## config.mk

```make
export PLATFORM = sky130hd
export DESIGN_NAME = midi_learn_filter_controller
export DESIGN_NICKNAME = d
export VERILOG_FILES = /design/src/rtl/core/mlf_pkg.sv /design/src/rtl/core/mlf_queue.sv /design/src/rtl/core/mlf_front.sv /design/src/rtl/core/mlf_back.sv /design/src/rtl/core/midi_learn_filter_controller.sv
export SDC_FILE = /design/constraint.sdc
export NUM_CORES = 1
export LEC_CHECK = 0
export BUFFER_PORTS_ARGS = -buffer_cell sky130_fd_sc_hd__buf_4
export CAP_MARGIN = 25
export CORE_ASPECT_RATIO = 1.75
export CORE_MARGIN = 3
export CORE_UTILIZATION = 35
export CTS_CLUSTER_SIZE = 40
export DETAILED_ROUTE_END_ITERATION = 7
export GPL_ROUTABILITY_DRIVEN = 0
export PLACE_DENSITY = 0.5
export RECOVER_POWER = 50
export SLEW_MARGIN = 20
export SYNTH_ARGS = -nofsm -noshare
export SYNTH_HDL_FRONTEND = slang
export SYNTH_HIERARCHICAL = 1
export SYNTH_SLANG_ARGS = --single-unit
```

## constraint.sdc

```tcl
create_clock -name clk -period 4.24 [get_ports clk]
set_input_delay 0.212 -clock clk [delete_from_list [all_inputs] [get_ports clk]]
set_output_delay 0.212 -clock clk [all_outputs]
set_load 0.05 [all_outputs]
```

## src/rtl/core/mlf_pkg.sv

```systemverilog
// shared types, codes and constants of the midi learn filter controller
package mlf_pkg;

  // default depths of the request queues
  localparam int ITEM_DEPTH_DEF   = 2;
  localparam int RESULT_DEPTH_DEF = 2;

  // double press window in milliseconds
  localparam logic [31:0] PRESS_WINDOW_MS = 32'd1000;

  // full filter after a clear
  localparam logic [15:0] MASK_ALL  = 16'hFFFF;
  localparam logic [7:0]  NOTE_BOT  = 8'd0;
  localparam logic [7:0]  NOTE_TOP  = 8'd255;

  // status nibble codes
  localparam logic [3:0] CMD_NOTE_OFF = 4'd8;
  localparam logic [3:0] CMD_NOTE_ON  = 4'd9;
  localparam logic [3:0] CMD_CHAN_LO  = 4'd8;
  localparam logic [3:0] CMD_CHAN_HI  = 4'd14;

  // input action codes
  typedef enum logic [1:0] {
    ACT_MIDI  = 2'd0,
    ACT_LINK  = 2'd1,
    ACT_PRESS = 2'd2,
    ACT_NONE  = 2'd3
  } action_t;

  // route codes
  typedef enum logic [1:0] {
    ROUTE_DROP  = 2'd0,
    ROUTE_THRU  = 2'd1,
    ROUTE_SYNTH = 2'd2,
    ROUTE_TRIG  = 2'd3
  } route_t;

  // link command codes
  typedef enum logic [1:0] {
    LINK_NONE   = 2'd0,
    LINK_DETECT = 2'd1,
    LINK_ABORT  = 2'd2,
    LINK_RSVD   = 2'd3
  } link_t;

  // operation modes
  localparam logic [1:0] OPM_THRU  = 2'd0;
  localparam logic [1:0] OPM_SYNTH = 2'd1;
  localparam logic [1:0] OPM_TRIG  = 2'd2;

  // configuration register indexes
  localparam logic [1:0] CFG_OP_MODE   = 2'd0;
  localparam logic [1:0] CFG_INIT_MASK = 2'd1;
  localparam logic [1:0] CFG_INIT_MIN  = 2'd2;
  localparam logic [1:0] CFG_INIT_MAX  = 2'd3;

  // input request
  typedef struct packed {
    logic [1:0]  action;
    logic [3:0]  command;
    logic [3:0]  channel;
    logic [7:0]  data_first;
    logic [7:0]  data_second;
    logic        usb_present;
    logic        bus_present;
    logic [31:0] time_ms;
  } in_req_t;

  // result request
  typedef struct packed {
    logic [1:0]  route;
    logic        all_notes_off;
    logic        store_request;
    logic [1:0]  link_command;
    logic [2:0]  mode_state;
    logic [15:0] mask_out;
    logic [7:0]  low_note_out;
    logic [7:0]  high_note_out;
    logic        range_learned;
  } out_req_t;

  // classified item between front and back
  typedef struct packed {
    action_t     action;
    logic        chmsg;
    logic        notemsg;
    logic [15:0] chan_bit;
    logic [7:0]  note;
    logic        usb;
    logic        bus;
    logic [31:0] time_ms;
  } item_t;

endpackage

```

## src/rtl/core/mlf_queue.sv

```systemverilog
// small register queue used between the front, the back and the result port
module mlf_queue #(
  parameter int WIDTH = 1,
  parameter int DEPTH = 2
) (
  input  logic             clk,
  input  logic             rst_n,
  input  logic             push,
  input  logic [WIDTH-1:0] din,
  output logic             full,
  input  logic             pop,
  output logic [WIDTH-1:0] dout,
  output logic             empty
);

  localparam int PW = (DEPTH > 1) ? $clog2(DEPTH) : 1;
  localparam int CW = $clog2(DEPTH + 1);

  logic [WIDTH-1:0] mem_r [DEPTH];
  logic [PW-1:0]    wr_ptr_r, wr_ptr_nxt;
  logic [PW-1:0]    rd_ptr_r, rd_ptr_nxt;
  logic [CW-1:0]    count_r, count_nxt;
  logic             do_push, do_pop;

  // status and head
  assign full    = (count_r == CW'(DEPTH));
  assign empty   = (count_r == '0);
  assign dout    = mem_r[rd_ptr_r];
  assign do_push = push & ~full;
  assign do_pop  = pop & ~empty;

  // pointer and count update
  always_comb begin
    wr_ptr_nxt = wr_ptr_r;
    rd_ptr_nxt = rd_ptr_r;
    count_nxt  = count_r;
    if (do_push) begin
      wr_ptr_nxt = (wr_ptr_r == PW'(DEPTH - 1)) ? '0 : wr_ptr_r + 1'b1;
    end
    if (do_pop) begin
      rd_ptr_nxt = (rd_ptr_r == PW'(DEPTH - 1)) ? '0 : rd_ptr_r + 1'b1;
    end
    if (do_push && !do_pop) begin
      count_nxt = count_r + 1'b1;
    end else if (do_pop && !do_push) begin
      count_nxt = count_r - 1'b1;
    end
  end

  // control registers
  always_ff @(posedge clk) begin
    if (!rst_n) begin
      wr_ptr_r <= '0;
      rd_ptr_r <= '0;
      count_r  <= '0;
    end else begin
      wr_ptr_r <= wr_ptr_nxt;
      rd_ptr_r <= rd_ptr_nxt;
      count_r  <= count_nxt;
    end
  end

  // storage
  always_ff @(posedge clk) begin
    if (do_push) begin
      mem_r[wr_ptr_r] <= din;
    end
  end

endmodule

```

## src/rtl/core/mlf_front.sv

```systemverilog
// front end: decodes an input request into a classified item
module mlf_front (
  input  mlf_pkg::in_req_t in_req,
  output mlf_pkg::item_t   item
);
  import mlf_pkg::*;

  // message class and channel one-hot
  always_comb begin
    item.action  = action_t'(in_req.action);
    item.chmsg   = (in_req.command >= CMD_CHAN_LO) && (in_req.command <= CMD_CHAN_HI);
    item.notemsg = (in_req.command == CMD_NOTE_OFF) || (in_req.command == CMD_NOTE_ON);
    item.chan_bit = 16'd1 << in_req.channel;
    item.note    = in_req.data_first;
    item.usb     = in_req.usb_present;
    item.bus     = in_req.bus_present;
    item.time_ms = in_req.time_ms;
  end

endmodule

```

## src/rtl/core/mlf_back.sv

```systemverilog
// back end: link mode state machine, learn filter and routing decision
module mlf_back (
  input  logic               clk,
  input  logic               rst_n,
  input  logic               step,
  input  mlf_pkg::item_t     item,
  input  logic               cfg_write,
  input  logic [1:0]         cfg_index,
  input  logic [15:0]        cfg_data,
  output mlf_pkg::out_req_t  result
);
  import mlf_pkg::*;

  typedef enum logic [2:0] {
    ST_IDLE   = 3'd0,
    ST_ERROR  = 3'd1,
    ST_NORMAL = 3'd2,
    ST_LCLEAR = 3'd3,
    ST_LEARN  = 3'd4
  } state_t;

  state_t      state_r, state_nxt;
  logic [1:0]  op_mode_r, op_mode_nxt;
  logic [15:0] mask_r, mask_nxt;
  logic [7:0]  low_r, low_nxt;
  logic [7:0]  high_r, high_nxt;
  logic        widened_r, widened_nxt;
  logic        usb_master_r, usb_master_nxt;
  logic [31:0] last_press_r, last_press_nxt;

  route_t      route, note_rt;
  link_t       link;
  logic        notes_off, store;
  logic        in_mask, in_range;
  logic [31:0] press_gap;
  logic        double_press;

  // shared decisions
  always_comb begin
    unique case (op_mode_r)
      OPM_SYNTH: note_rt = ROUTE_SYNTH;
      OPM_TRIG:  note_rt = ROUTE_TRIG;
      default:   note_rt = ROUTE_DROP;
    endcase
  end
  assign in_mask      = |(mask_r & item.chan_bit);
  assign in_range     = (item.note >= low_r) && (item.note <= high_r);
  assign press_gap    = item.time_ms - last_press_r;
  assign double_press = (last_press_r != '0) && (press_gap < PRESS_WINDOW_MS);

  // next state and result
  always_comb begin
    state_nxt      = state_r;
    op_mode_nxt    = op_mode_r;
    mask_nxt       = mask_r;
    low_nxt        = low_r;
    high_nxt       = high_r;
    widened_nxt    = widened_r;
    usb_master_nxt = usb_master_r;
    last_press_nxt = last_press_r;
    route          = ROUTE_DROP;
    link           = LINK_NONE;
    notes_off      = 1'b0;
    store          = 1'b0;

    if (step) begin
      unique case (item.action)
        // link status change
        ACT_LINK: begin
          if (item.usb ^ item.bus) begin
            if (item.usb) begin
              link           = LINK_DETECT;
              usb_master_nxt = 1'b1;
            end
            state_nxt = ST_NORMAL;
          end else if (!item.usb) begin
            if (usb_master_r) begin
              link = LINK_ABORT;
            end
            state_nxt = ST_IDLE;
          end else begin
            state_nxt = ST_ERROR;
          end
          notes_off = 1'b1;
        end

        // learn button
        ACT_PRESS: begin
          if (state_r == ST_NORMAL) begin
            if (double_press) begin
              mask_nxt    = MASK_ALL;
              low_nxt     = NOTE_BOT;
              high_nxt    = NOTE_TOP;
              widened_nxt = 1'b0;
            end
            last_press_nxt = item.time_ms;
            notes_off      = 1'b1;
            state_nxt      = ST_LCLEAR;
          end else if (state_r == ST_LCLEAR || state_r == ST_LEARN) begin
            if (state_r == ST_LEARN && op_mode_r == OPM_SYNTH && low_r == high_r) begin
              low_nxt  = NOTE_BOT;
              high_nxt = NOTE_TOP;
            end
            store     = 1'b1;
            notes_off = 1'b1;
            state_nxt = ST_NORMAL;
          end
        end

        // midi event
        ACT_MIDI: begin
          if (state_r == ST_NORMAL) begin
            if (item.chmsg) begin
              if (in_mask) begin
                if (op_mode_r == OPM_THRU) begin
                  route = ROUTE_THRU;
                end else if (item.notemsg && in_range) begin
                  route = note_rt;
                end
              end
            end else if (op_mode_r == OPM_THRU) begin
              route = ROUTE_THRU;
            end
          end else if (state_r == ST_LCLEAR) begin
            mask_nxt    = MASK_ALL;
            low_nxt     = NOTE_BOT;
            high_nxt    = NOTE_TOP;
            widened_nxt = 1'b0;
            notes_off   = 1'b1;
            if (op_mode_r == OPM_THRU && item.chmsg) begin
              mask_nxt  = item.chan_bit;
              route     = ROUTE_THRU;
              state_nxt = ST_LEARN;
            end else if (item.notemsg) begin
              low_nxt   = item.note;
              high_nxt  = item.note;
              mask_nxt  = item.chan_bit;
              route     = note_rt;
              state_nxt = ST_LEARN;
            end
          end else if (state_r == ST_LEARN) begin
            if (op_mode_r == OPM_THRU && item.chmsg) begin
              if (!in_mask) begin
                mask_nxt    = mask_r | item.chan_bit;
                widened_nxt = 1'b1;
              end
              route = ROUTE_THRU;
            end else if (item.notemsg) begin
              if (in_mask && !in_range) begin
                if (item.note < low_r) begin
                  low_nxt = item.note;
                end
                if (item.note > high_r) begin
                  high_nxt = item.note;
                end
                widened_nxt = 1'b1;
              end
              route = note_rt;
            end
          end
        end

        default: begin
        end
      endcase
    end else if (cfg_write) begin
      // register writes also load the live filter
      unique case (cfg_index)
        CFG_OP_MODE:   op_mode_nxt = cfg_data[1:0];
        CFG_INIT_MASK: mask_nxt    = cfg_data;
        CFG_INIT_MIN:  low_nxt     = cfg_data[7:0];
        CFG_INIT_MAX:  high_nxt    = cfg_data[7:0];
        default: begin
        end
      endcase
    end

    result.route         = route;
    result.all_notes_off = notes_off;
    result.store_request = store;
    result.link_command  = link;
    result.mode_state    = state_nxt;
    result.mask_out      = mask_nxt;
    result.low_note_out  = low_nxt;
    result.high_note_out = high_nxt;
    result.range_learned = widened_nxt;
  end

  // state registers
  always_ff @(posedge clk) begin
    if (!rst_n) begin
      state_r      <= ST_IDLE;
      op_mode_r    <= OPM_THRU;
      mask_r       <= MASK_ALL;
      low_r        <= NOTE_BOT;
      high_r       <= NOTE_TOP;
      widened_r    <= 1'b0;
      usb_master_r <= 1'b0;
      last_press_r <= '0;
    end else begin
      state_r      <= state_nxt;
      op_mode_r    <= op_mode_nxt;
      mask_r       <= mask_nxt;
      low_r        <= low_nxt;
      high_r       <= high_nxt;
      widened_r    <= widened_nxt;
      usb_master_r <= usb_master_nxt;
      last_press_r <= last_press_nxt;
    end
  end

endmodule

```

## src/rtl/core/midi_learn_filter_controller.sv

```systemverilog
// top level of the midi learn filter controller
//
//   port group   direction   handshake          payload
//   in_          in          in_push / in_full  in_req  (action, command, channel, ...)
//   out_         out         out_pop / out_empty out_req (route, pulses, filter)
//   cfg_         in          cfg_valid / cfg_ready cfg_index, cfg_data
//
// one request per cycle sustained while the result queue has room; a request is held
// in the item queue, then the back end writes its result to the result queue (out_req).
// the back end's single state update sets that rate: it retires one item a cycle
// whenever the result queue has room. stalls on out_pop back up into in_full.
// synchronous active-low reset returns the filter to the full mask and range.
// cfg_ready is always high; the user must write only while no request is in flight, as the block leaves that unchecked.
module midi_learn_filter_controller #(
  parameter int ITEM_DEPTH   = mlf_pkg::ITEM_DEPTH_DEF,
  parameter int RESULT_DEPTH = mlf_pkg::RESULT_DEPTH_DEF
) (
  input  logic              clk,
  input  logic              rst_n,
  input  logic              in_push,
  output logic              in_full,
  input  mlf_pkg::in_req_t  in_req,
  output logic              out_empty,
  input  logic              out_pop,
  output mlf_pkg::out_req_t out_req,
  input  logic              cfg_valid,
  output logic              cfg_ready,
  input  logic [1:0]        cfg_index,
  input  logic [15:0]       cfg_data
);
  import mlf_pkg::*;

  item_t    front_item;
  item_t    head_item;
  logic     item_empty;
  logic     result_full;
  logic     step;
  out_req_t result;

  assign cfg_ready = 1'b1;
  assign step      = ~item_empty & ~result_full;

  // classify incoming requests
  mlf_front u_front (
    .in_req (in_req),
    .item   (front_item)
  );

  // queue between front and back
  mlf_queue #(
    .WIDTH ($bits(item_t)),
    .DEPTH (ITEM_DEPTH)
  ) u_item_q (
    .clk   (clk),
    .rst_n (rst_n),
    .push  (in_push),
    .din   (front_item),
    .full  (in_full),
    .pop   (step),
    .dout  (head_item),
    .empty (item_empty)
  );

  // execute items against the filter state
  mlf_back u_back (
    .clk       (clk),
    .rst_n     (rst_n),
    .step      (step),
    .item      (head_item),
    .cfg_write (cfg_valid & cfg_ready),
    .cfg_index (cfg_index),
    .cfg_data  (cfg_data),
    .result    (result)
  );

  // result queue toward the consumer
  mlf_queue #(
    .WIDTH ($bits(out_req_t)),
    .DEPTH (RESULT_DEPTH)
  ) u_result_q (
    .clk   (clk),
    .rst_n (rst_n),
    .push  (step),
    .din   (result),
    .full  (result_full),
    .pop   (out_pop),
    .dout  (out_req),
    .empty (out_empty)
  );

endmodule

```

* After elaboration in Yosys (flattened, before gate mapping)
Memory sizes are Yosys's and may differ from the RTL's. A register that Yosys moved wholly into a read port is not among the register bits.
Index checks and enable logic that the tools add are counted.
** Cells by class
- Add/sub/neg operators :: 9
- Magnitude comparators :: 7
- Equal/unequal tests :: 15
- Shifts and indexed selects :: 1
- Muxes and demuxes :: 112
- Bitwise gates (word level) :: 13
- Reduce and logical (&&, ||, !) cells :: 31
** Operators by type and width (number)
- $mux 8 :: 32
- $mux 16 :: 12
- $mux 2 :: 20
- $mux 1 :: 33
- $lt 32x10->1 const B :: 1
- $pmux 16 s2 :: 1
- $pmux 8 s2 :: 2
- $reduce_bool 32->1 :: 1
- $sub 32x32->32 :: 1
- $mux 3 :: 8
- $and 16x16->16 :: 1
- $or 16x16->16 :: 1
- $reduce_or 16->1 :: 1
- $shl 1x4->16 const A :: 1
- $eq 2x2->1 const B :: 6
- $logic_and 1x1->1 :: 12
- $logic_not 2->1 :: 5
- $pmux 3 s3 :: 1
- $eq 4x4->1 const B :: 2
- $eq 8x8->1 :: 1
- $ge 8x8->1 :: 1
- $gt 8x8->1 :: 1
- $le 8x8->1 :: 1
- $lt 8x8->1 :: 1
- 19 further kinds :: 42
** Storage, ports and cells
- Bits in registers :: 79
- Bits in writable memories :: 208
- Input port bits :: 83
- Output and inout bits :: 45
- Word-level logic and storage cells :: 204
- Memories kept :: 2
** Memory list
- u_item_q.mem_r :: depth 2, width 62, rd ports 1, clocked after Yosys merged registers in 1, wr ports 1, line mlf_queue.sv:19 : logic [WIDTH-1:0] mem_r [DEPTH];
- u_result_q.mem_r :: depth 2, width 42, rd ports 1, clocked after Yosys merged registers in 1, wr ports 1, line mlf_queue.sv:19

* Logic depth before layout (Yosys ltp)
Gate-level depths: netlist (run 1).
- Depth in word-level cells :: 12
- Depth in mapped cells :: 17
- Gate-level depth less buffers :: 14

* Hierarchy
Netlist (run 1), hierarchy kept.
** By module, submodules not included
- mlf_back :: instances 1, cells an instance 989, area an instance 7124.3 µm², seq. area each 1421.4 µm²
- mlf_queue (u_item_q) :: instances 1, cells an instance 218, area an instance 4705.8 µm², seq. area each 3823.7 µm²
- mlf_queue (u_result_q) :: instances 1, cells an instance 156, area an instance 3254.4 µm², seq. area each 2622.5 µm²
- mlf_front :: instances 1, cells an instance 69, area an instance 470.5 µm², seq. area each 0.0 µm²
- midi_learn_filter_controller :: instances 1, cells an instance 3, area an instance 15.0 µm², seq. area each 0.0 µm²

* Worst setup path after synthesis (run 1)
No wires, ideal clock.
- Kind :: register -> register
- From :: register with a tool-made name
- To :: memory u_result_q/mem_r[0][11] (netlist name) (data pin)
- Library setup time :: 0.258 ns
- Data arrival time :: 3.656 ns
- Data required time :: 3.982 ns
- Slack :: 0.326 ns
- Stages on the path, launching flop included :: 17
- Buffers on the path :: 3
- Period minus slack after synthesis :: 3.914 ns
- Cell sequence :: dfxtp_1 > buf_2 > buf_4 > mux2_2 > ha_1 > clkbuf_1 > o21a_1 > a211o_1 > a21o_1 > a21bo_1 > xor2_1 > nor4_2 > nand4_1 > nor3_1 > a211o_1 > nand2_1 > a31o_2
** RTL lines (line)
- to (decl) :: mlf_queue.sv:19

==> out/metrics.cfg, run 1 <==
[status]
outcome=complete, but fails checks
violations=capacitance limit, slew limit

[die]
start_util_pct=35.61
core_mm2=0.04372
ios=128
die_w_um=165.4
fp.dieH_um=285.0
dieArea_mm2=0.04715
rows=101

[finish]
postLayoutCoreUtil_pct=43.49
n_antenna_cell=0
stdcell_count=2202
fin_nets=1753
fillers=4294
fin_area_mm2=0.01902
syn_to_final_growth_pct=22.14
seqCellArea_mm2=0.007871
multi_input_area_mm2=0.007103
drive_gt1_share_pct=26.16

[synthesis]
syn_nets=1571
synthArstFlopShare_pct=0
ys_seq_area_share_pct=50.53
synth_top_area_share_pct=40.12
ys.flop_type=edfxtp_1
syn_inst=1435
synth_edf_count=208
ys_warn_count=6
synth_area_leaders=edfxtp_1 40%, dfxtp_1 10%, mux2_2 7.6%
yosys.area.top_type=edfxtp_1
avgSynthCellArea_um2=10.85
syn_area_mm2=0.01557
ys_types=81
ys_ff_latch=289

[detailed_routing]
met2_length_um=22900
wire_per_inst_um=19.05
m1WireLength_um=15450
wl_met3_um=1371
via_count=11680
drt_iter0_markers=496
antenna_left=0
wl_um=41950
routed.top_layer=met4
drtPass1Iterations=6
vias_per_cell=5.302
remaining_drc_errors=0

[placement]
dpl-instance-area_mm2=0.01723
portBuffers=118
dp_hpwl_um=30550
dp_cells=2094

[clock_tree]
ctsHtreeMaxLevel=1
clock_path_buffers=3
clk_pin_slew_ns=0.06
cts_tree=done
cts-root-buf=clkbuf_16
clock_sinks=289
clk_latency_ns=0.56
cts_buffers=27

[sta]
fin_hold_ws_ns=0.06196
rsz0062_at_grt=true
tightest_slew_ns=1.762
hold_viol_final=0
clock.fmax_mhz=241.5
finClkSkew_ns=0.02668
fin_crit_sh_pct=97.65
slew_violations=64
final-setup-viol-count=0
fin_crit_ns=4.140
relSlewSlack_pct=-17.46

[job]
max_cap_violations=1

[worst_setup_path]
worstSetupPathType=reg2reg
cp_max_fo=7
max_stage_delay_ns=0.47
crit_chain=buf_4, mux2_2, ha_1, a2111oi_0, buf_4, o21ai_1, a31o_2, buf_4, xor2_1, nor4_2, nand4_1, nor3_2, a211o_1, nand2_2, a31o_2
startpoint_type=register
worstSetupEndpointType=register
crit_required_ns=4.54
crit_arrival_ns=4.44
cp_common_cell=buf_4
critPathSlowestCell=dfxtp_4

[pwr]
peakVddDrop_v=0.0003762
p_leak_nw=6.760
powerDensity_mw_per_mm2=664.4

[grt]
grt_max_degree=87
grt_use_total_pct=17.34
grt_pass1_wl_um=64400
overflow=0
grt_pass1_vias=11820
antenna_found_initial=0

[min_path]
hp-class=in2reg

[critical path, delay by kind of cell (launching register included)]
kind	cells	cell delay [ns]
buf+inv	3	0.50
compound gates	5	1.23
mux	1	0.34
simple gates	4	0.85
xor+xnor	1	0.16
fa+ha+maj	1	0.33
flops	1	0.47
[synthesized netlist by cell type, drive strengths merged (16+ instances only)]
cell and instances:
o21a 16, a21boi 39, nand4 20, o211ai 24
buf 66, mux2i 21, and2 17, o21ai 62
ha 53, a21oi 94, dfxtp 81, inv 64
nand2b 19, clkbuf 49, nor3 26, mux2 105
nand2 144, nor2 69, edfxtp 208, nor4 19
nand3 35
[placed cells by master (no fill, tap or decap), drive strengths merged, types with 53 or more instances in the layout]
| master | count |
|---|---|
| nand2 | 144 |
| nor2 | 69 |
| clkbuf | 91 |
| dfxtp | 81 |
| inv | 65 |
| ha | 53 |
| buf | 157 |
| edfxtp | 208 |
| o21ai | 62 |
| a21oi | 94 |
| mux2 | 105 |
[report_power, final]
part	leakage, nW	internal, W	switching [W]
clock network	0.455	0.00152	0.00107
logic	3.72	0.00243	0.00367
registers	2.58	0.00372	0.000214
total	6.76	0.00768	0.00496
[repair_timing]
| action | CTS | global route |
|---|---|---|
| endpoints found under the hold margin | 97 | 0 |
| buffers inserted | 0 | 3 |
| setup endpoints to repair | 0 | 98 |
| resized for setup | 0 | 65 |
| hold buffers | 52 | 0 |
[routing by layer]
metal	global-route usage [%]	vias up
li1	-	5677
met2	33.03	270
met5	0	-
met3	1.773	99
met4	8.200	0
met1	18.67	5629
[through the flow]
stage,setup TNS (ns),power (W),setup slack [ns]
finish,0,0.01263,0.09981
CTS,0,0.01254,0.02866
detailed placement,0,0.009826,0.04740
global placement,0,0.009775,0.08060
global route,-2.876,0.01341,-0.1081
floorplan,0,0.007978,0.3259
[final timing paths]
check | startpoint | endpoint | slack (ns) | cells after the start
setup reg to reg | register | u_result_q/mem_r[1][11] | 0.1 | 15
hold / removal | in_req[53] | u_item_q/mem_r[1][43] | 0.06 | 2
setup / recovery | register | u_result_q/mem_r[1][11] | 0.1 | 15
hold reg to reg | u_back/usb_master_r | u_back/usb_master_r | 0.48 | 1
[flip-flops by register name, summed over array words and instances (netlist names), named ones only]
signal,cells
u_item_q/mem_r,124
u_result_q/mem_r,84
u_back/last_press_r,32
u_back/mask_r,16
u_back/high_r,8
u_back/low_r,8
u_back/state_r,3
u_back/op_mode_r,2
u_item_q/count_r,2
u_result_q/count_r,2
u_back/usb_master_r,1
u_back/widened_r,1
u_item_q/rd_ptr_r,1
u_item_q/wr_ptr_r,1
u_result_q/rd_ptr_r,1
u_result_q/wr_ptr_r,1
[logic make-up (layout without fill, tap and decap cells)]
kind of cell | count (synthesis) | in the layout | synth area share (%)
other | 1 | 1 | 0.02408
adders and majority gates | 53 | 53 | 4.259
and+or+nand+nor | 405 | 405 | 13.11
AOI/OAI and AO/OA | 358 | 358 | 16.00
buffers and inverters | 179 | 380 | 5.786
xor gates and xnor gates | 24 | 24 | 1.350
DFF | 289 | 289 | 50.53
muxes | 126 | 126 | 8.944
[area by class of cell]
cell class / count / area share (%)
clock inverters: 16 / 1.145
repair buffers: 268 / 11.32
multi-input cells: 967 / 37.35
clock buffers: 32 / 3.809
inverters: 64 / 1.263
flip-flops and latches: 289 / 41.39
well taps: 566 / 3.724
Power figures use the tool's default switching activity.
==> run 2: changes to the inputs <==
==> constraint.sdc (replaced) <==
create_clock -name clk -period 4.24 [get_ports clk]
set_input_delay 0.424 -clock clk [delete_from_list [all_inputs] [get_ports clk]]
set_output_delay 0.424 -clock clk [all_outputs]
set_load 0.05 [all_outputs]
==> run 2 against run 1 <==
Against the previous run:
- the flow still finishes with violations (capacitance limit, slew limit)
- combinational power shrank 1%
- critical endpoint is now u_result_q/mem_r[0][12]
- clock skew shrank 0.012 ns
- global-route usage is essentially flat
==> out/metrics.cfg, run 2 (synthesis results as in run 1) <==
[status]
outcome=complete, but fails checks  ; unchanged
violations=capacitance limit, slew limit  ; unchanged

[die]
ios=128  ; unchanged
rows=101  ; unchanged
core_mm2=0.04372  ; unchanged
start_util_pct=35.61  ; unchanged
dieArea_mm2=0.04715  ; unchanged
die_w_um=165.4  ; unchanged
fp.dieH_um=285.0  ; unchanged

[worst_setup_path]
worstSetupEndpointType=register  ; unchanged
cp_max_fo=9  ; was 7
cp_num_buf_inv=2  ; was 3
crit_chain=buf_12, mux2_2, ha_1, o21a_1, o211a_1, a21oi_2, o21ai_4, buf_4, a2111o_1, a211oi_2, nand4_1, nor3_2, a211o_1, nand2_4, a31o_2  ; was buf_4, mux2_2, ha_1, a2111oi_0, buf_4, o21ai_1, a31o_2, buf_4, xor2_1, nor4_2, nand4_1, nor3_2, a211o_1, nand2_2, a31o_2
crit_required_ns=4.55  ; was 4.54 ns
crit_arrival_ns=4.41  ; was 4.44 ns
ff2ff_setup_slack_ns=0.14  ; was 0.1 ns
worstSetupPathType=reg2reg  ; unchanged
critPathTopFamily=compound AO/OA/AOI/OAI gates  ; unchanged
startpoint_type=register  ; unchanged
max_stage_delay_ns=0.39  ; was 0.47 ns
critPathSlowestCell=dfxtp_4  ; unchanged

[detailed_routing]
drt_iter0_markers=534  ; was 496
via_count=11420  ; was 11680
antenna_left=0  ; unchanged
remaining_drc_errors=0  ; unchanged
wire_per_inst_um=19.28  ; was 19.05 um
drtPass1Iterations=5  ; was 6
wl_um=41630  ; was 41950 um
vias_per_cell=5.290  ; was 5.302

[grt]
grt_use_total_pct=17.37  ; was 17.34%
grt_pass1_vias=11550  ; was 11820
antenna_found_initial=0  ; unchanged
grt_pass1_wl_um=63930  ; was 64400 um
overflow=0  ; unchanged
grt_max_degree=87  ; unchanged

[clock_tree]
clk_latency_ns=0.56  ; about the same
ctsHtreeMaxLevel=1  ; unchanged
cts-root-buf=clkbuf_16  ; unchanged
clock_path_buffers=3  ; unchanged
clock_sinks=289  ; unchanged
cts_buffers=28  ; was 27
cts_tree=done  ; unchanged
clk_pin_slew_ns=0.07  ; was 0.06 ns
hold_buffers=0  ; was 52

[placement]
dpl-instance-area_mm2=0.01731  ; was 0.01723 mm2
dp_cells=2102  ; was 2094
portBuffers=118  ; unchanged
dp_hpwl_um=30800  ; was 30550 um

[sta]
fin_hold_ws_ns=0.06839  ; was 0.06196 ns
slew_violations=141  ; was 64
rsz0062_at_grt=true  ; unchanged
fin_crit_ns=4.104  ; was 4.140 ns
hold_viol_final=0  ; unchanged
final-setup-viol-count=0  ; unchanged
tightest_slew_ns=2.436  ; was 1.762 ns
finClkSkew_ns=0.01471  ; was 0.02668 ns
clock.fmax_mhz=243.7  ; was 241.5 MHz
fin_crit_sh_pct=96.79  ; was 97.65%
setup_tns_ns=0  ; unchanged
relSlewSlack_pct=-62.41  ; was -17.46%

[finish]
fin_area_mm2=0.01839  ; was 0.01902 mm2
syn_to_final_growth_pct=18.14  ; was 22.14%
multi_input_area_mm2=0.007049  ; was 0.007103 mm2
top_register=u_item_q/mem_r  ; unchanged
seqCellArea_mm2=0.007871  ; unchanged
drive_gt1_share_pct=25.86  ; was 26.16%
stdcell_count=2159  ; was 2202
n_antenna_cell=0  ; unchanged
top_regs=u_item_q/mem_r x124, u_result_q/mem_r x84, u_back/last_press_r x32  ; unchanged
largest_reg_flops=124  ; unchanged
final_common_cell=edfxtp_1  ; unchanged
fin_nets=1707  ; was 1753
postLayoutCoreUtil_pct=42.07  ; was 43.49%
mostFrequentLayoutCells=208 x edfxtp_1, 155 x buf_4, 142 x nand2_1  ; was 208 x edfxtp_1, 149 x buf_4, 142 x nand2_1
fillers=4362  ; was 4294

[min_path]
hp-class=in2reg  ; unchanged

[pwr]
p_sw_w=0.004920  ; was 0.004957 W
internal_power_w=0.007572  ; was 0.007677 W
pwr-share-comb_pct=48.2  ; was 48.3%
seqPwrFrac_pct=31.5  ; was 31.2%
swShare_pct=39.39  ; was 39.23%
pwr-share-clk_pct=20.3  ; was 20.5%
powerDensity_mw_per_mm2=679.1  ; was 664.4 mW/mm2
p_leak_nw=6.499  ; was 6.760 nW
peakVddDrop_v=0.0004230  ; was 0.0003762 V

[job]
max_cap_violations=3  ; was 1

## run 2: cell types whose count changed in the layout (fill, tap and decap cells not counted), moves of 3 or more
cell	before	now
dlygate4sd3_1	52	0
a21oi_1	82	87
nor3_1	18	21
buf_4	149	155
nor3_2	6	3
clkbuf_1	28	41
o21ai_0	49	52
bufinv_16	5	2
clkbuf_4	29	24
a21oi_2	11	7
## run 2: stage by stage
step	power, W	setup slack [ns]
floorplan	0.007978	0.3259
global placement	0.009824	-0.04286
detailed placement	0.009874	-0.08688
CTS	0.01251	0.02068
global route	0.01327	-0.02694
finish	0.01249	0.1362
## run 2: repair_timing
action	CTS	global route
endpoints found under the setup margin	14	99
pin swaps	2	14
resized for setup	2	50
setup buffers	2	2
## run 2: final timing paths
path              cells past startpoint                 endpoint                 from
setup / recovery                     15  u_result_q/mem_r[0][12]             register
hold / removal                        1    u_item_q/mem_r[0][24]           in_req[24]
setup reg to reg                     15  u_result_q/mem_r[0][12]             register
hold reg to reg                       1      u_back/usb_master_r  u_back/usb_master_r
## run 2: power groups by stage
stage	clock network (W)	logic [W]	registers [W]
after floorplan	0	0.00406	0.00392
after global placement	0	0.00582	0.00401
after detailed placement	0	0.00585	0.00403
after CTS	0.00264	0.00590	0.00397
after global routing	0.00275	0.00653	0.00399
final	0.00254	0.00602	0.00393
## run 2: worst reg2reg max path, stage by stage, from the launching register on
cell and delay (ns):
dfxtp_4 0.39, buf_12 0.14, mux2_2 0.35, ha_1 0.31, o21a_1 0.14, o211a_1 0.25
a21oi_2 0.28, o21ai_4 0.10, buf_4 0.15, a2111o_1 0.39, a211oi_2 0.26, nand4_1 0.24
nor3_2 0.22, a211o_1 0.25, nand2_4 0.11, a31o_2 0.26
## run 2: cell type report
class,instances,area share (%)
Sequential cell,289,42.79
Tap cell,566,3.850
Clock buffer,41,4.408
Clock inverter,11,0.6326
Multi-Input combinational cell,967,38.32
Inverter,64,1.306
Timing Repair Buffer,221,8.686
## run 2: metal layers
metal	up-vias	GRT usage (%)	share of wire (%)
met2	295	32.58	54
met1	5440	18.61	36
met3	106	2.253	4.2
met5	-	0	0
met4	0	8.720	5.4
li1	5581	-	-
==> run 3: changes to the inputs <==
--- a/config.mk
+++ b/config.mk
@@ -7,7 +7,6 @@
 export LEC_CHECK = 0
 export BUFFER_PORTS_ARGS = -buffer_cell sky130_fd_sc_hd__buf_4
 export CAP_MARGIN = 25
-export CORE_ASPECT_RATIO = 1.75
 export CORE_MARGIN = 3
 export CORE_UTILIZATION = 35
 export CTS_CLUSTER_SIZE = 40
==> run 3 against run 2 <==
Against the previous run:
- critical endpoint is now u_result_q/mem_r[1][1]
- clock power is 11% higher
- worst hold slack improved by 0.028 ns
- highest routed layer unchanged
- the flow still finishes with violations (capacitance limit, slew limit)
- global-route usage shrank 0.80 points
- combinational power fell by 4.0%
- sequential power is essentially flat
- die area is 0.21% lower
- flip-flop and latch count unchanged
==> out/metrics.cfg, run 3 (synthesis results as in run 1) <==
[clock_tree]
clock_sinks=289  ; unchanged
clock_path_buffers=3  ; unchanged
cts-root-buf=clkbuf_16  ; unchanged
cts_tree=done  ; unchanged
clk_pin_slew_ns=0.07  ; about the same
clk_latency_ns=0.55  ; was 0.56 ns
ctsHtreeMaxLevel=2  ; was 1
cts_buffers=34  ; was 28

[finish]
largest_reg_flops=124  ; unchanged
top_register=u_item_q/mem_r  ; unchanged
final_common_cell=edfxtp_1  ; unchanged
postLayoutCoreUtil_pct=42.11  ; was 42.07%
n_antenna_cell=0  ; unchanged
fillers=4247  ; was 4362
top_regs=u_item_q/mem_r x124, u_result_q/mem_r x84, u_back/last_press_r x32  ; unchanged
fin_nets=1688  ; was 1707
stdcell_count=2163  ; was 2159
mostFrequentLayoutCells=208 x edfxtp_1, 142 x nand2_1, 125 x buf_4  ; was 208 x edfxtp_1, 155 x buf_4, 142 x nand2_1
fin_area_mm2=0.01834  ; was 0.01839 mm2
syn_to_final_growth_pct=17.79  ; was 18.14%
drive_gt1_share_pct=23.95  ; was 25.86%

[placement]
portBuffers=118  ; unchanged
dp_cells=2095  ; was 2102
dp_hpwl_um=28240  ; was 30800 um
dpl-instance-area_mm2=0.01717  ; was 0.01731 mm2

[sta]
tightest_slew_ns=1.875  ; was 2.436 ns
fin_crit_ns=4.033  ; was 4.104 ns
slew_violations=143  ; was 141
clock.fmax_mhz=247.9  ; was 243.7 MHz
setup_tns_ns=0  ; unchanged
final-setup-viol-count=0  ; unchanged
fin_crit_sh_pct=95.13  ; was 96.79%
finClkSkew_ns=0.03183  ; was 0.01471 ns
fin_hold_ws_ns=0.09659  ; was 0.06839 ns
relSlewSlack_pct=-24.99  ; was -62.41%
hold_viol_final=0  ; unchanged

[grt]
grt_pass1_wl_um=62040  ; was 63930 um
grt_max_degree=87  ; unchanged
overflow=0  ; unchanged
antenna_found_initial=0  ; unchanged
grt_pass1_vias=10960  ; was 11550
grt_use_total_pct=16.56  ; was 17.37%

[detailed_routing]
drt_iter0_markers=650  ; was 534
via_count=11330  ; was 11420
wl_um=39690  ; was 41630 um
antenna_left=0  ; unchanged
wire_per_inst_um=18.35  ; was 19.28 um
remaining_drc_errors=0  ; unchanged
drtPass1Iterations=6  ; was 5
vias_per_cell=5.236  ; was 5.290

[die]
rows=76  ; was 101
fp.dieH_um=216.9  ; was 285.0 um
start_util_pct=35.75  ; was 35.61%
core_mm2=0.04355  ; was 0.04372 mm2
ios=128  ; unchanged
die_w_um=216.9  ; was 165.4 um
dieArea_mm2=0.04705  ; was 0.04715 mm2

[worst_setup_path]
critPathSlowestCell=a2111oi_0  ; was dfxtp_4
crit_chain=buf_12, mux2_2, ha_1, a21oi_1, o21a_1, o31ai_1, a31o_2, a2111oi_0, buf_4, a21oi_1, nand4bb_1, nor4_4, buf_4, a31oi_4, nand3b_1, a21boi_2  ; was buf_12, mux2_2, ha_1, o21a_1, o211a_1, a21oi_2, o21ai_4, buf_4, a2111o_1, a211oi_2, nand4_1, nor3_2, a211o_1, nand2_4, a31o_2
cp_max_fo=16  ; was 9
critPathTopFamily=compound AO/OA/AOI/OAI gates  ; unchanged
worstSetupPathType=reg2reg  ; unchanged
crit_required_ns=4.50  ; was 4.55 ns
worstSetupEndpointType=register  ; unchanged
startpoint_type=register  ; unchanged
cp_num_buf_inv=3  ; was 2
crit_arrival_ns=4.30  ; was 4.41 ns
max_stage_delay_ns=0.43  ; was 0.39 ns

[pwr]
p_leak_nw=6.499  ; about the same
peakVddDrop_v=0.0003136  ; was 0.0004230 V
powerDensity_mw_per_mm2=683.6  ; was 679.1 mW/mm2

[status]
outcome=complete, but fails checks  ; unchanged
violations=capacitance limit, slew limit  ; unchanged

[job]
max_cap_violations=3  ; unchanged

[min_path]
hp-class=in2reg  ; unchanged

[run 3: cell type report]
type                       instances  area (um2)  area share [%]
sequential                       289        7871           42.92
clock buffer                      37       883.3           4.816
inverter                          64       240.2           1.310
timing repair buffer             195        1464           7.982
clock inverter                    25       196.4           1.071
multi-input combinational        968        6953           37.91
tap                              585       732.0           3.991
[run 3: metal layers]
metal,track usage [%],share of wire (%),vias to the layer above
li1,-,-,5569
met1,22.19,45,5418
met2,27.33,47,282
met3,2.834,5.0,57
met4,5.566,2.6,0
met5,0,0,-
[run 3: repair_timing]
item	in CTS	in global routing
pin swaps	1	14
buffers inserted	0	3
hold buffers	0	0
hold endpoints to repair	0	0
resized for setup	2	31
gates cloned	0	3
setup endpoints to repair	22	92
[run 3: stage by stage]
step                total power [W]  setup WS [ns]
floorplan                  0.007978         0.3259
global placement           0.009663       -0.03040
detailed placement         0.009726       -0.06686
CTS                         0.01263        0.01987
global route                0.01333       -0.01183
finish                      0.01254         0.2066
[run 3: where the power goes]
group,internal [W],total (W),switching (W)
combinational,0.00225,0.00578,0.00354
clock,0.00164,0.00282,0.00118
sequential,0.00373,0.00393,0.000204
total,0.00761,0.0125,0.00492
[run 3: worst reg2reg max path: cells and delay by family (launching register included)]
kind,cells,cell delay [ns]
fa+ha+maj,1,0.37
mux,1,0.38
simple gates,3,0.32
flops,1,0.37
buf+inv,3,0.52
compound gates,8,1.79
[run 3: worst paths after layout]
check | to | slack (ns) | cells after the start | start
max | u_result_q/mem_r[1][1] | 0.21 | 16 | register
min reg2reg | u_back/usb_master_r | 0.46 | 1 | u_back/usb_master_r
min | u_item_q/mem_r[1][12] | 0.1 | 1 | in_req[12]
max reg2reg | u_result_q/mem_r[1][1] | 0.21 | 16 | register
